[src/rtl/core/tube_sample_scaler_limit_check_assert.svh]
// ----------------------------------------------------------------------------
// Assertion macros for the tube sample scaler
// Concurrent property wrappers for the RTL that checks itself.
// ----------------------------------------------------------------------------
`ifndef TUBE_SAMPLE_SCALER_LIMIT_CHECK_ASSERT_SVH
`define TUBE_SAMPLE_SCALER_LIMIT_CHECK_ASSERT_SVH

// same-cycle implication, disabled in reset
`define TSSL_ASSERT_IMPLIES(lbl, clk, rstn, ante, cons) \
    lbl: assert property (@(posedge clk) disable iff (!rstn) (ante) |-> (cons)) \
        else $error("tssl: property failed");

// next-cycle implication, disabled in reset
`define TSSL_ASSERT_NEXT(lbl, clk, rstn, ante, cons) \
    lbl: assert property (@(posedge clk) disable iff (!rstn) (ante) |=> (cons)) \
        else $error("tssl: property failed");

`endif

[src/rtl/core/tssl_pkg.sv]
// ----------------------------------------------------------------------------
// tssl_pkg
// Types, constants and scaling tables for the tube sample scaler.
// ----------------------------------------------------------------------------
`timescale 1ns / 1ps

package tssl_pkg;

    localparam int CODE_W      = 10;
    localparam int GRID_CODE_W = 12;
    localparam int VREF_W      = 13;
    localparam int LIM_W       = 20;
    localparam int S_DATA_W    = 96;
    localparam int M_DATA_W    = 176;
    localparam int M_PAD_W     = M_DATA_W - 169;

    localparam int PROD_W   = 25;   // code * vref
    localparam int MUL_W    = 23;   // reciprocal
    localparam int SHIFT    = 25;
    localparam int NUM_W    = 33;   // code * vref * numerator
    localparam int DIV_W    = 16;
    localparam int KCONST_W = 9;
    localparam int Q_W      = 23;
    localparam int VAL_W    = 20;
    localparam int POW_W    = 40;
    localparam int OP_W     = 3;
    localparam int CFG_IDX_W = 2;

    localparam logic [OP_W-1:0] OP_HEATER_MV = 3'd0;
    localparam logic [OP_W-1:0] OP_HEATER_MA = 3'd1;
    localparam logic [OP_W-1:0] OP_GRID_MV   = 3'd2;
    localparam logic [OP_W-1:0] OP_ANODE_MV  = 3'd3;
    localparam logic [OP_W-1:0] OP_ANODE_UA  = 3'd4;
    localparam logic [OP_W-1:0] OP_SCREEN_MV = 3'd5;
    localparam logic [OP_W-1:0] OP_SCREEN_UA = 3'd6;

    localparam logic KIND_SAMPLE = 1'b0;
    localparam logic KIND_CLEAR  = 1'b1;

    localparam logic [CFG_IDX_W-1:0] CFG_VREF_MASTER = 2'd0;
    localparam logic [CFG_IDX_W-1:0] CFG_VREF_HEATER = 2'd1;
    localparam logic [CFG_IDX_W-1:0] CFG_ANODE_LIM   = 2'd2;
    localparam logic [CFG_IDX_W-1:0] CFG_POWER_LIM   = 2'd3;

    localparam logic [VREF_W-1:0] VREF_RESET      = 13'd2048;
    localparam logic [LIM_W-1:0]  ANODE_LIM_RESET = 20'd100000;
    localparam logic [LIM_W-1:0]  POWER_LIM_RESET = 20'd25000;

    localparam logic [PROD_W-1:0] RANGE_KNEE  = 25'd3887400;
    localparam logic [LIM_W-1:0]  POWER_SCALE = 20'd1000000;

    typedef struct packed {
        logic [VREF_W-1:0] vref_master_mv;
        logic [VREF_W-1:0] vref_heater_mv;
        logic [LIM_W-1:0]  anode_current_limit_ua;
        logic [LIM_W-1:0]  power_limit_mw;
    } cfg_t;

    typedef struct packed {
        logic                   kind;
        logic [CODE_W-1:0]      heater_v_code;
        logic [CODE_W-1:0]      heater_i_code;
        logic [GRID_CODE_W-1:0] grid_v_code;
        logic [CODE_W-1:0]      anode_v_code;
        logic [CODE_W-1:0]      anode_i_hi_code;
        logic [CODE_W-1:0]      anode_i_lo_code;
        logic [CODE_W-1:0]      screen_v_code;
        logic [CODE_W-1:0]      screen_i_hi_code;
        logic [CODE_W-1:0]      screen_i_lo_code;
    } item_t;

    typedef struct packed {
        logic                   valid;
        logic [OP_W-1:0]        op;
        logic [GRID_CODE_W-1:0] code_a;
        logic [CODE_W-1:0]      code_b;
        logic [VREF_W-1:0]      vref;
    } issue_t;

    typedef struct packed {
        logic             valid;
        logic [OP_W-1:0]  op;
        logic [VAL_W-1:0] value;
    } res_t;

    typedef struct packed {
        logic [KCONST_W-1:0] k;
        logic [DIV_W-1:0]    d;
        logic [MUL_W-1:0]    m;
    } div_const_t;

    typedef struct packed {
        logic [15:0]      heater_mv;
        logic [14:0]      heater_ma;
        logic [17:0]      grid_mv;
        logic [VAL_W-1:0] anode_mv;
        logic [VAL_W-1:0] anode_ua;
        logic [VAL_W-1:0] screen_mv;
        logic [VAL_W-1:0] screen_ua;
        logic [VAL_W-1:0] anode_peak_ua;
        logic [VAL_W-1:0] screen_peak_ua;
        logic             over_limit;
    } out_t;

    // q = p*k/d, taken as (p*m) >> SHIFT and corrected by at most one
    function automatic div_const_t div_const(input logic [OP_W-1:0] op, input logic coarse);
        div_const_t c;
        begin
            case (op)
                OP_HEATER_MV: c = '{k: 9'd377, d: 16'd48081, m: 23'd263098};
                OP_HEATER_MA: c = '{k: 9'd50,  d: 16'd11253, m: 23'd149091};
                OP_GRID_MV:   c = '{k: 9'd11,  d: 16'd2730,  m: 23'd135201};
                OP_ANODE_MV,
                OP_SCREEN_MV: c = '{k: 9'd151, d: 16'd1023,  m: 23'd4952804};
                OP_ANODE_UA,
                OP_SCREEN_UA: begin
                    if (coarse) begin
                        c = '{k: 9'd50, d: 16'd341, m: 23'd4920004};
                    end else begin
                        c = '{k: 9'd5,  d: 16'd341, m: 23'd492000};
                    end
                end
                default:      c = '{k: 9'd0,   d: 16'd1,     m: 23'd0};
            endcase
            return c;
        end
    endfunction

    function automatic logic [VAL_W-1:0] sat_max(input logic [OP_W-1:0] op);
        logic [VAL_W-1:0] mx;
        begin
            case (op)
                OP_HEATER_MV: mx = 20'd65535;
                OP_HEATER_MA: mx = 20'd32767;
                OP_GRID_MV:   mx = 20'd131072;
                default:      mx = 20'hFFFFF;
            endcase
            return mx;
        end
    endfunction

endpackage

[src/rtl/core/tssl_back.sv]
// ----------------------------------------------------------------------------
// tssl_back
// Takes queued words, sequences the seven quantities through the scaling
// pipeline, checks the limits, keeps or clears the peaks and holds the result word.
// ----------------------------------------------------------------------------
`timescale 1ns / 1ps

module tssl_back (
    input  logic             aclk,
    input  logic             aresetn,
    input  tssl_pkg::cfg_t   cfg,
    input  logic             q_valid,
    output logic             q_pop,
    input  tssl_pkg::item_t  q_item,
    output tssl_pkg::issue_t issue,
    input  tssl_pkg::res_t   res,
    output logic             out_valid,
    input  logic             out_ready,
    output tssl_pkg::out_t   out_word
);
    import tssl_pkg::*;

    localparam logic [2:0] ST_IDLE  = 3'd0;
    localparam logic [2:0] ST_ISSUE = 3'd1;
    localparam logic [2:0] ST_WAIT  = 3'd2;
    localparam logic [2:0] ST_POWER = 3'd3;
    localparam logic [2:0] ST_CHECK = 3'd4;

    logic [2:0]       state_reg, state_next;
    logic [OP_W-1:0]  cnt_reg, cnt_next;
    item_t            item_reg, item_next;

    logic [15:0]      heater_mv_reg;
    logic [14:0]      heater_ma_reg;
    logic [17:0]      grid_reg;
    logic [VAL_W-1:0] anode_mv_reg, anode_ua_reg, screen_mv_reg, screen_ua_reg;
    logic [POW_W-1:0] pow_reg, pow_next;
    logic [POW_W-1:0] plim_reg, plim_next;
    logic [VAL_W-1:0] anode_peak_reg, screen_peak_reg;
    logic [VAL_W-1:0] anode_peak_new, screen_peak_new;
    logic             out_valid_reg, out_valid_next;
    out_t             out_reg;

    logic out_free, load_clear, load_sample, over;

    assign out_free  = !out_valid_reg || out_ready;
    assign out_valid = out_valid_reg;
    assign out_word  = out_reg;

    // operand select for the quantity being issued
    always_comb begin
        issue.valid  = (state_reg == ST_ISSUE);
        issue.op     = cnt_reg;
        issue.code_a = '0;
        issue.code_b = '0;
        issue.vref   = cfg.vref_master_mv;
        case (cnt_reg)
            OP_HEATER_MV: begin
                issue.code_a = GRID_CODE_W'(item_reg.heater_v_code);
                issue.vref   = cfg.vref_heater_mv;
            end
            OP_HEATER_MA: begin
                issue.code_a = GRID_CODE_W'(item_reg.heater_i_code);
                issue.vref   = cfg.vref_heater_mv;
            end
            OP_GRID_MV:   issue.code_a = item_reg.grid_v_code;
            OP_ANODE_MV:  issue.code_a = GRID_CODE_W'(item_reg.anode_v_code);
            OP_ANODE_UA: begin
                issue.code_a = GRID_CODE_W'(item_reg.anode_i_hi_code);
                issue.code_b = item_reg.anode_i_lo_code;
            end
            OP_SCREEN_MV: issue.code_a = GRID_CODE_W'(item_reg.screen_v_code);
            OP_SCREEN_UA: begin
                issue.code_a = GRID_CODE_W'(item_reg.screen_i_hi_code);
                issue.code_b = item_reg.screen_i_lo_code;
            end
            default: ;
        endcase
    end

    always_comb begin
        state_next  = state_reg;
        cnt_next    = cnt_reg;
        item_next   = item_reg;
        pow_next    = pow_reg;
        plim_next   = plim_reg;
        q_pop       = 1'b0;
        load_clear  = 1'b0;
        load_sample = 1'b0;

        anode_peak_new  = (anode_ua_reg > anode_peak_reg) ? anode_ua_reg : anode_peak_reg;
        screen_peak_new = (screen_ua_reg > screen_peak_reg) ? screen_ua_reg : screen_peak_reg;
        over = (anode_ua_reg > cfg.anode_current_limit_ua) || (pow_reg > plim_reg);

        case (state_reg)
            ST_IDLE: begin
                if (q_valid) begin
                    if (q_item.kind == KIND_CLEAR) begin
                        if (out_free) begin
                            q_pop      = 1'b1;
                            load_clear = 1'b1;
                        end
                    end else begin
                        q_pop      = 1'b1;
                        item_next  = q_item;
                        cnt_next   = OP_HEATER_MV;
                        state_next = ST_ISSUE;
                    end
                end
            end
            ST_ISSUE: begin
                cnt_next = cnt_reg + OP_W'(1);
                if (cnt_reg == OP_SCREEN_UA) begin
                    state_next = ST_WAIT;
                end
            end
            ST_WAIT: begin
                if (res.valid && (res.op == OP_SCREEN_UA)) begin
                    state_next = ST_POWER;
                end
            end
            ST_POWER: begin
                pow_next   = POW_W'(anode_ua_reg) * POW_W'(anode_mv_reg);
                plim_next  = POW_W'(cfg.power_limit_mw) * POW_W'(POWER_SCALE);
                state_next = ST_CHECK;
            end
            ST_CHECK: begin
                if (out_free) begin
                    load_sample = 1'b1;
                    state_next  = ST_IDLE;
                end
            end
            default: state_next = ST_IDLE;
        endcase

        if (load_clear || load_sample) begin
            out_valid_next = 1'b1;
        end else if (out_ready) begin
            out_valid_next = 1'b0;
        end else begin
            out_valid_next = out_valid_reg;
        end
    end

    always_ff @(posedge aclk) begin
        if (!aresetn) begin
            state_reg       <= ST_IDLE;
            cnt_reg         <= OP_HEATER_MV;
            out_valid_reg   <= 1'b0;
            anode_peak_reg  <= '0;
            screen_peak_reg <= '0;
        end else begin
            state_reg     <= state_next;
            cnt_reg       <= cnt_next;
            out_valid_reg <= out_valid_next;
            if (load_clear) begin
                anode_peak_reg  <= '0;
                screen_peak_reg <= '0;
            end else if (load_sample) begin
                anode_peak_reg  <= anode_peak_new;
                screen_peak_reg <= screen_peak_new;
            end
        end
    end

    // capture pipeline results by quantity
    always_ff @(posedge aclk) begin
        item_reg <= item_next;
        pow_reg  <= pow_next;
        plim_reg <= plim_next;
        if (res.valid) begin
            case (res.op)
                OP_HEATER_MV: heater_mv_reg <= res.value[15:0];
                OP_HEATER_MA: heater_ma_reg <= res.value[14:0];
                OP_GRID_MV:   grid_reg      <= res.value[17:0];
                OP_ANODE_MV:  anode_mv_reg  <= res.value;
                OP_ANODE_UA:  anode_ua_reg  <= res.value;
                OP_SCREEN_MV: screen_mv_reg <= res.value;
                OP_SCREEN_UA: screen_ua_reg <= res.value;
                default: ;
            endcase
        end
    end

    always_ff @(posedge aclk) begin
        if (load_clear) begin
            out_reg <= '0;
        end else if (load_sample) begin
            out_reg.heater_mv      <= heater_mv_reg;
            out_reg.heater_ma      <= heater_ma_reg;
            out_reg.grid_mv        <= 18'd0 - grid_reg;
            out_reg.anode_mv       <= anode_mv_reg;
            out_reg.anode_ua       <= anode_ua_reg;
            out_reg.screen_mv      <= screen_mv_reg;
            out_reg.screen_ua      <= screen_ua_reg;
            out_reg.anode_peak_ua  <= anode_peak_new;
            out_reg.screen_peak_ua <= screen_peak_new;
            out_reg.over_limit     <= over;
        end
    end

endmodule

[config.mk]
export PLATFORM = sky130hd
export DESIGN_NAME = tssl_back
export DESIGN_NICKNAME = d
export VERILOG_FILES = /design/src/rtl/core/tube_sample_scaler_limit_check_assert.svh /design/src/rtl/core/tssl_pkg.sv /design/src/rtl/core/tssl_back.sv
export SDC_FILE = /design/constraint.sdc
export NUM_CORES = 2
export LEC_CHECK = 0
export BUFFER_PORTS_ARGS = -buffer_cell sky130_fd_sc_hd__clkbuf_2
export CAP_MARGIN = 10
export CORE_UTILIZATION = 40
export CTS_CLUSTER_SIZE = 24
export DETAILED_ROUTE_END_ITERATION = 10
export PLACE_DENSITY = 0.69
export SYNTH_ARGS = -nofsm -noshare
export SYNTH_HDL_FRONTEND = slang
export SYNTH_SLANG_ARGS = --single-unit
[constraint.sdc]
create_clock -name aclk -period 19.98 [get_ports aclk]
set_input_delay 5.994 -clock aclk [delete_from_list [all_inputs] [get_ports aclk]]
set_output_delay 5.994 -clock aclk [all_outputs]
set_load 0.02 [all_outputs]
# Word level (Yosys, flattened, before mapping)
# Index checks and enable logic that the tools add are counted.
dict set report classes {
  shifts 0
  reduce_logical 22
  n_eq_ne 21
  n_addsub 2
  bitwise_logic 2
  n_lt_le_gt_ge 4
  div 0
  n_mul 2
  n_mux 24
}
# cell count
set op_table {}
lappend op_table {{$pmux W12 S7} 1}
lappend op_table {{$gt A20 B20 Y1} 3}
lappend op_table {{$gt A40 B40 Y1} 1}
lappend op_table {{$mul A20 B20 Y40} 1}
lappend op_table {{$mux W20} 2}
lappend op_table {{$mul A20 B14 Y34 const B} 1}
lappend op_table {{$eq A3 B3 Y1 const B} 7}
lappend op_table {{$mux W3} 7}
lappend op_table {{$pmux W10 S2} 1}
lappend op_table {{$eq A3 B2 Y1 const B} 6}
lappend op_table {{$sub A1 B18 Y18 const A} 1}
lappend op_table {{$pmux W3 S5} 1}
lappend op_table {{$reduce_and A2 Y1} 7}
lappend op_table {{$mux W13} 1}
lappend op_table {{$mux W1} 10}
lappend op_table {{$eq A3 B1 Y1 const B} 3}
lappend op_table {{$logic_not A3 Y1} 3}
lappend op_table {{$ne A2 B2 Y1 const B} 4}
lappend op_table {{$pmux W3 S2} 1}
lappend op_table {{$reduce_and A3 Y1} 2}
lappend op_table {{$reduce_and A5 Y1} 1}
lappend op_table {{$reduce_bool A2 Y1} 2}
lappend op_table {{$reduce_or A2 Y1} 2}
lappend op_table {{$add A3 B1 Y3 const B} 1}
lappend op_table {{other kinds (5)} 8}
dict set report totals {
  mem_count 0
  mem_bits_ro 0
  out_inout_bits 211
  latchBits 0
  ramBits 0
  elab_cells 110
  reg_bits 512
}

# Longest topological paths before layout
dict set report depth {
  word_depth 8
  mapped_depth 25
}

# Worst setup path after synthesis
# OpenSTA, ideal clock, no wires.
dict set report synth_path {
  path_type {in2out}
  start {input q_valid}
  end {output q_pop}
  t_arrival_ps 6416
  path_slack_ps 7570
  required_time_ps 13986
  path_buffers 0
  cell_stages 2
  cell_sequence {nand3_1 a21oi_1}
}
dict set report synth_between {
  elab_chain_cells 2
}
# item line
set synth_lines {}
lappend synth_lines {{start: declaration} tssl_back.sv:12} ;# input logic q_valid,
lappend synth_lines {{$mux W1} tssl_back.sv:97} ;# if (q_valid) begin
lappend synth_lines {{$mux W1} tssl_back.sv:95} ;# case (state_reg)
lappend synth_lines {{end: declaration} tssl_back.sv:13} ;# output logic q_pop,
# Every way passes these cells.

# Worst setup path after layout
dict set report layout_path {
  start {input out_ready}
  end {output q_pop}
}
dict set report layout_between {
  elab_chain_cells 5
}
# item line
set layout_lines {}
lappend layout_lines {{start: declaration} tssl_back.sv:18} ;# input logic out_ready,
lappend layout_lines {{$logic_or A1 B1 Y1} tssl_back.sv:46} ;# assign out_free = !out_valid_reg || out_ready;
lappend layout_lines {{$mux W1} tssl_back.sv:99} ;# if (out_free) begin
lappend layout_lines {{$mux W1} tssl_back.sv:98} ;# if (q_item.kind == KIND_CLEAR) begin
lappend layout_lines {{$mux W1} tssl_back.sv:97}
lappend layout_lines {{$mux W1} tssl_back.sv:95}
# Every way passes these cells.

==> summary.txt <==
Timing
  • Final hold violation count: 0
  • RSZ-0062 raised after global routing: no
  • Tmin final: 12.54 ns
  • Final setup fails: 0
  • Slew Limit Fails: 0
  • Slew HR: 18.5%
  • Setup TNS Final: 0 ns
  • Fin crit share: 62.8%
  • FMAX: 79.8 MHz
  • Skew final: 0.0442 ns
  • Worst-Margin Slew: 1.22 ns

Cells and area
  • Ant. Diodes: 0
  • Flip-flop count of the largest register after layout: 170
  • Fillers: 8887
  • Growth of design area from synthesis to finish: 12.9%
  • Area of the multi-input gates: 22700 µm²
  • Register area: 13200 µm²
  • Fin nets: 5077
  • Layout cell share with drive strength beyond 1: 13.8%

Route
  • DRC errors left: 0
  • Vias per inst: 5.36
  • Vias: 29100
  • WL/cell: 18.7 µm
  • DRT antenna net count: 0
  • Pre-Repair DR Iteration Count: 7
  • 1st-iter DRT viols: 2216
  • Final wirelength: 102000 µm

Floorplan
  • Core area: 95400 µm²
  • Initial core utilization: 40.6%
  • DIE WIDTH: 313 µm
  • Number of I/O pins: 398
  • Die ar.: 98100 µm²
  • Core Rows: 113
  • Die H: 313 µm

Synthesis
  • Mapped Cells: 3837
  • Number of synthesized flops with an enable pin: 295
  • Distinct cells, synth: 77
  • Prevailing post-synth register cell: edfxtp_1
  • Cell area after synthesis: 38700 µm²
  • Post-synthesis sequential area ratio: 34.1%
  • Ys async rst share: 0%
  • Synth warn: 0
  • Syn_nets: 4786
  • Syn_area_per_cell: 10.1 µm²
  • Number of synthesized register bits: 512

Clock tree
  • H-tree Lvls: 2
  • Worst-case clock buffer depth: 3
  • CTS tree: done
  • Clock latency on the worst-skew pair: 0.65 ns
  • Hold_buf cts: 0
  • Setup repair bufs after CTS: 0
  • Clk slew on worst S/H paths: 0.06 ns
  • CTS root buf: clkbuf_16
  • Post_cts resized: 0
  • Clk sink count: 512
  • Total clock buffers created by CTS: 54

Min path
  • Min-Delay Path Class: register to register
  • Hold depth: 2

Power and ir drop
  • Total power: 0.00584 W
  • VDD IR-drop max: 0.280 mV
  • LEAKAGE: 19.4 nW
  • Power Density: 133 nW/µm²

Worst setup path
  • R2R depth: 17
  • Setup CP Type: input port to output port
  • CP endpoint kind: output port
  • Worst EP required: 13.99 ns
  • Crit path launch type: input port
  • Arr. time, crit path: 6.54 ns
  • Crit-path max FO: 3

Status
  • Status: finished, final reports clean

Placed design
  • Hpwl dp: 73300 µm
  • Port Buf Inserts: 397
  • Final RePlAce weighted congestion: 0.874

Global route
  • Gr ovfl total: 0
  • Largest net degree at the start of global routing: 103
  • First-pass GRT wire length: 162000 µm
  • Overall routing resource usage: 20.8%
  • Vias in the first global route: 29800
  • Initial antenna violation count: 4

Run
  • Max_cap viols: 0
## synth_stat cells (29+ instances only)
library cell,n,area share [%]
o21ai_0,69,0.89
buf_2,29,0.37
nand4_1,44,0.71
nand2_1,541,5.2
and2_1,226,3.7
a211oi_1,32,0.62
xnor2_1,50,1.1
fa_1,395,20
edfxtp_1,295,23
nand3_1,31,0.40
a21o_1,50,0.97
clkbuf_1,163,1.6
nor3_1,106,1.4
dfxtp_1,217,11
a21oi_1,222,2.9
nor2_1,89,0.86
ha_1,367,12
inv_1,540,5.2
## layer usage
| metal | track usage [%] | part of all wire (%) | vias to the layer above |
|---|---|---|---|
| li1 | - | - | 13300 |
| met1 | 25.5 | 39 | 14500 |
| met2 | 35.9 | 50 | 1059 |
| met3 | 3.13 | 6.2 | 263 |
| met4 | 9.73 | 4.9 | 0 |
| met5 | 0 | 0 | - |
## cell families after synthesis
| logic type | synth area share, % |
|---|---|
| AND/OR/NAND/NOR | 13.9 |
| XOR/XNOR | 1.76 |
| buffers and inverters | 7.40 |
| adder cells (fa/ha/maj) | 32.3 |
| multiplexers | 0.924 |
| flip-flops | 34.1 |
| AO/OA/AOI/OAI | 9.67 |
## final timing paths
kind / from / endpoint / slack (ns)
setup / recovery: out_ready / q_pop / 7.44
hold / removal: out_word[108]$_SDFFE_PP0P_ / out_word[108]$_SDFFE_PP0P_ / 0.45
setup reg to reg: anode_mv_reg[15]$_DFFE_PP_ / pow_reg[38]$_DFFE_PP_ / 12.93
hold reg to reg: out_word[108]$_SDFFE_PP0P_ / out_word[108]$_SDFFE_PP0P_ / 0.45
## area by class of cell
class,instances,share of cell area [%]
Inverter,541,4.65
Tap cell,1265,3.62
Multi-Input combinational cell,2577,51.9
Clock inverter,31,0.953
Sequential cell,512,30.2
Timing Repair Buffer,442,5.31
Clock buffer,70,3.34
## layout by cell type (no fill, tap or decap), types with 9 or more instances in the layout
master       n
and3_1      17
nor2_1      88
ha_1       367
nor3_1     103
nand3_1     30
inv_1      539
a31oi_1     12
nor4_1      28
nor2b_1     10
buf_4       45
mux2i_1     20
a211oi_1    32
a211o_1     11
mux2_2      14
o21a_1       9
clkinv_2    10
nand2b_1     9
a21o_1      50
a21boi_0    10
fa_1       395
nand4_1     44
o21ai_1      9
a22oi_1     10
edfxtp_1   295
nand2_1    540
o21ai_0     68
and2_1     224
clkbuf_16   55
dfxtp_1    217
o31ai_1     20
xnor2_1     50
clkbuf_1    12
a222oi_1    20
o221ai_1    21
clkbuf_2   397
a21oi_1    222
a21boi_1    13
o21bai_1    12
xor2_1      28
## critical path, stage by stage
cell and delay [ns]:
clkbuf_2 0.09, nor2b_1 0.20, a21oi_1 0.10, clkbuf_2 0.16
## stage by stage
stage | std cells | area, µm² | hold WS (ns) | worst slack [ns] | utilization (%)
final | 5438 | 43700 | 0.452 | 7.44 | 45.8
after global routing | 5438 | 43700 | 0.470 | 7.37 | 45.8
after CTS | 5438 | 43700 | 0.454 | 7.45 | 45.8
after detailed placement | 5337 | 41900 | 0.446 | 7.45 | 43.9
after global placement | 5337 | 41900 | 0.439 | 7.45 | 43.9
after floorplan | 3837 | 38700 | 0.460 | 7.57 | -
## report_power, final
group          leakage (nW)  switching, W  internal, W
logic                  14.0       0.00204      0.00141
clock network         0.911      0.000449     0.000613
registers              4.44     0.0000152      0.00131
total                  19.4       0.00251      0.00333
No activity file was read; power rests on OpenSTA's default activity.
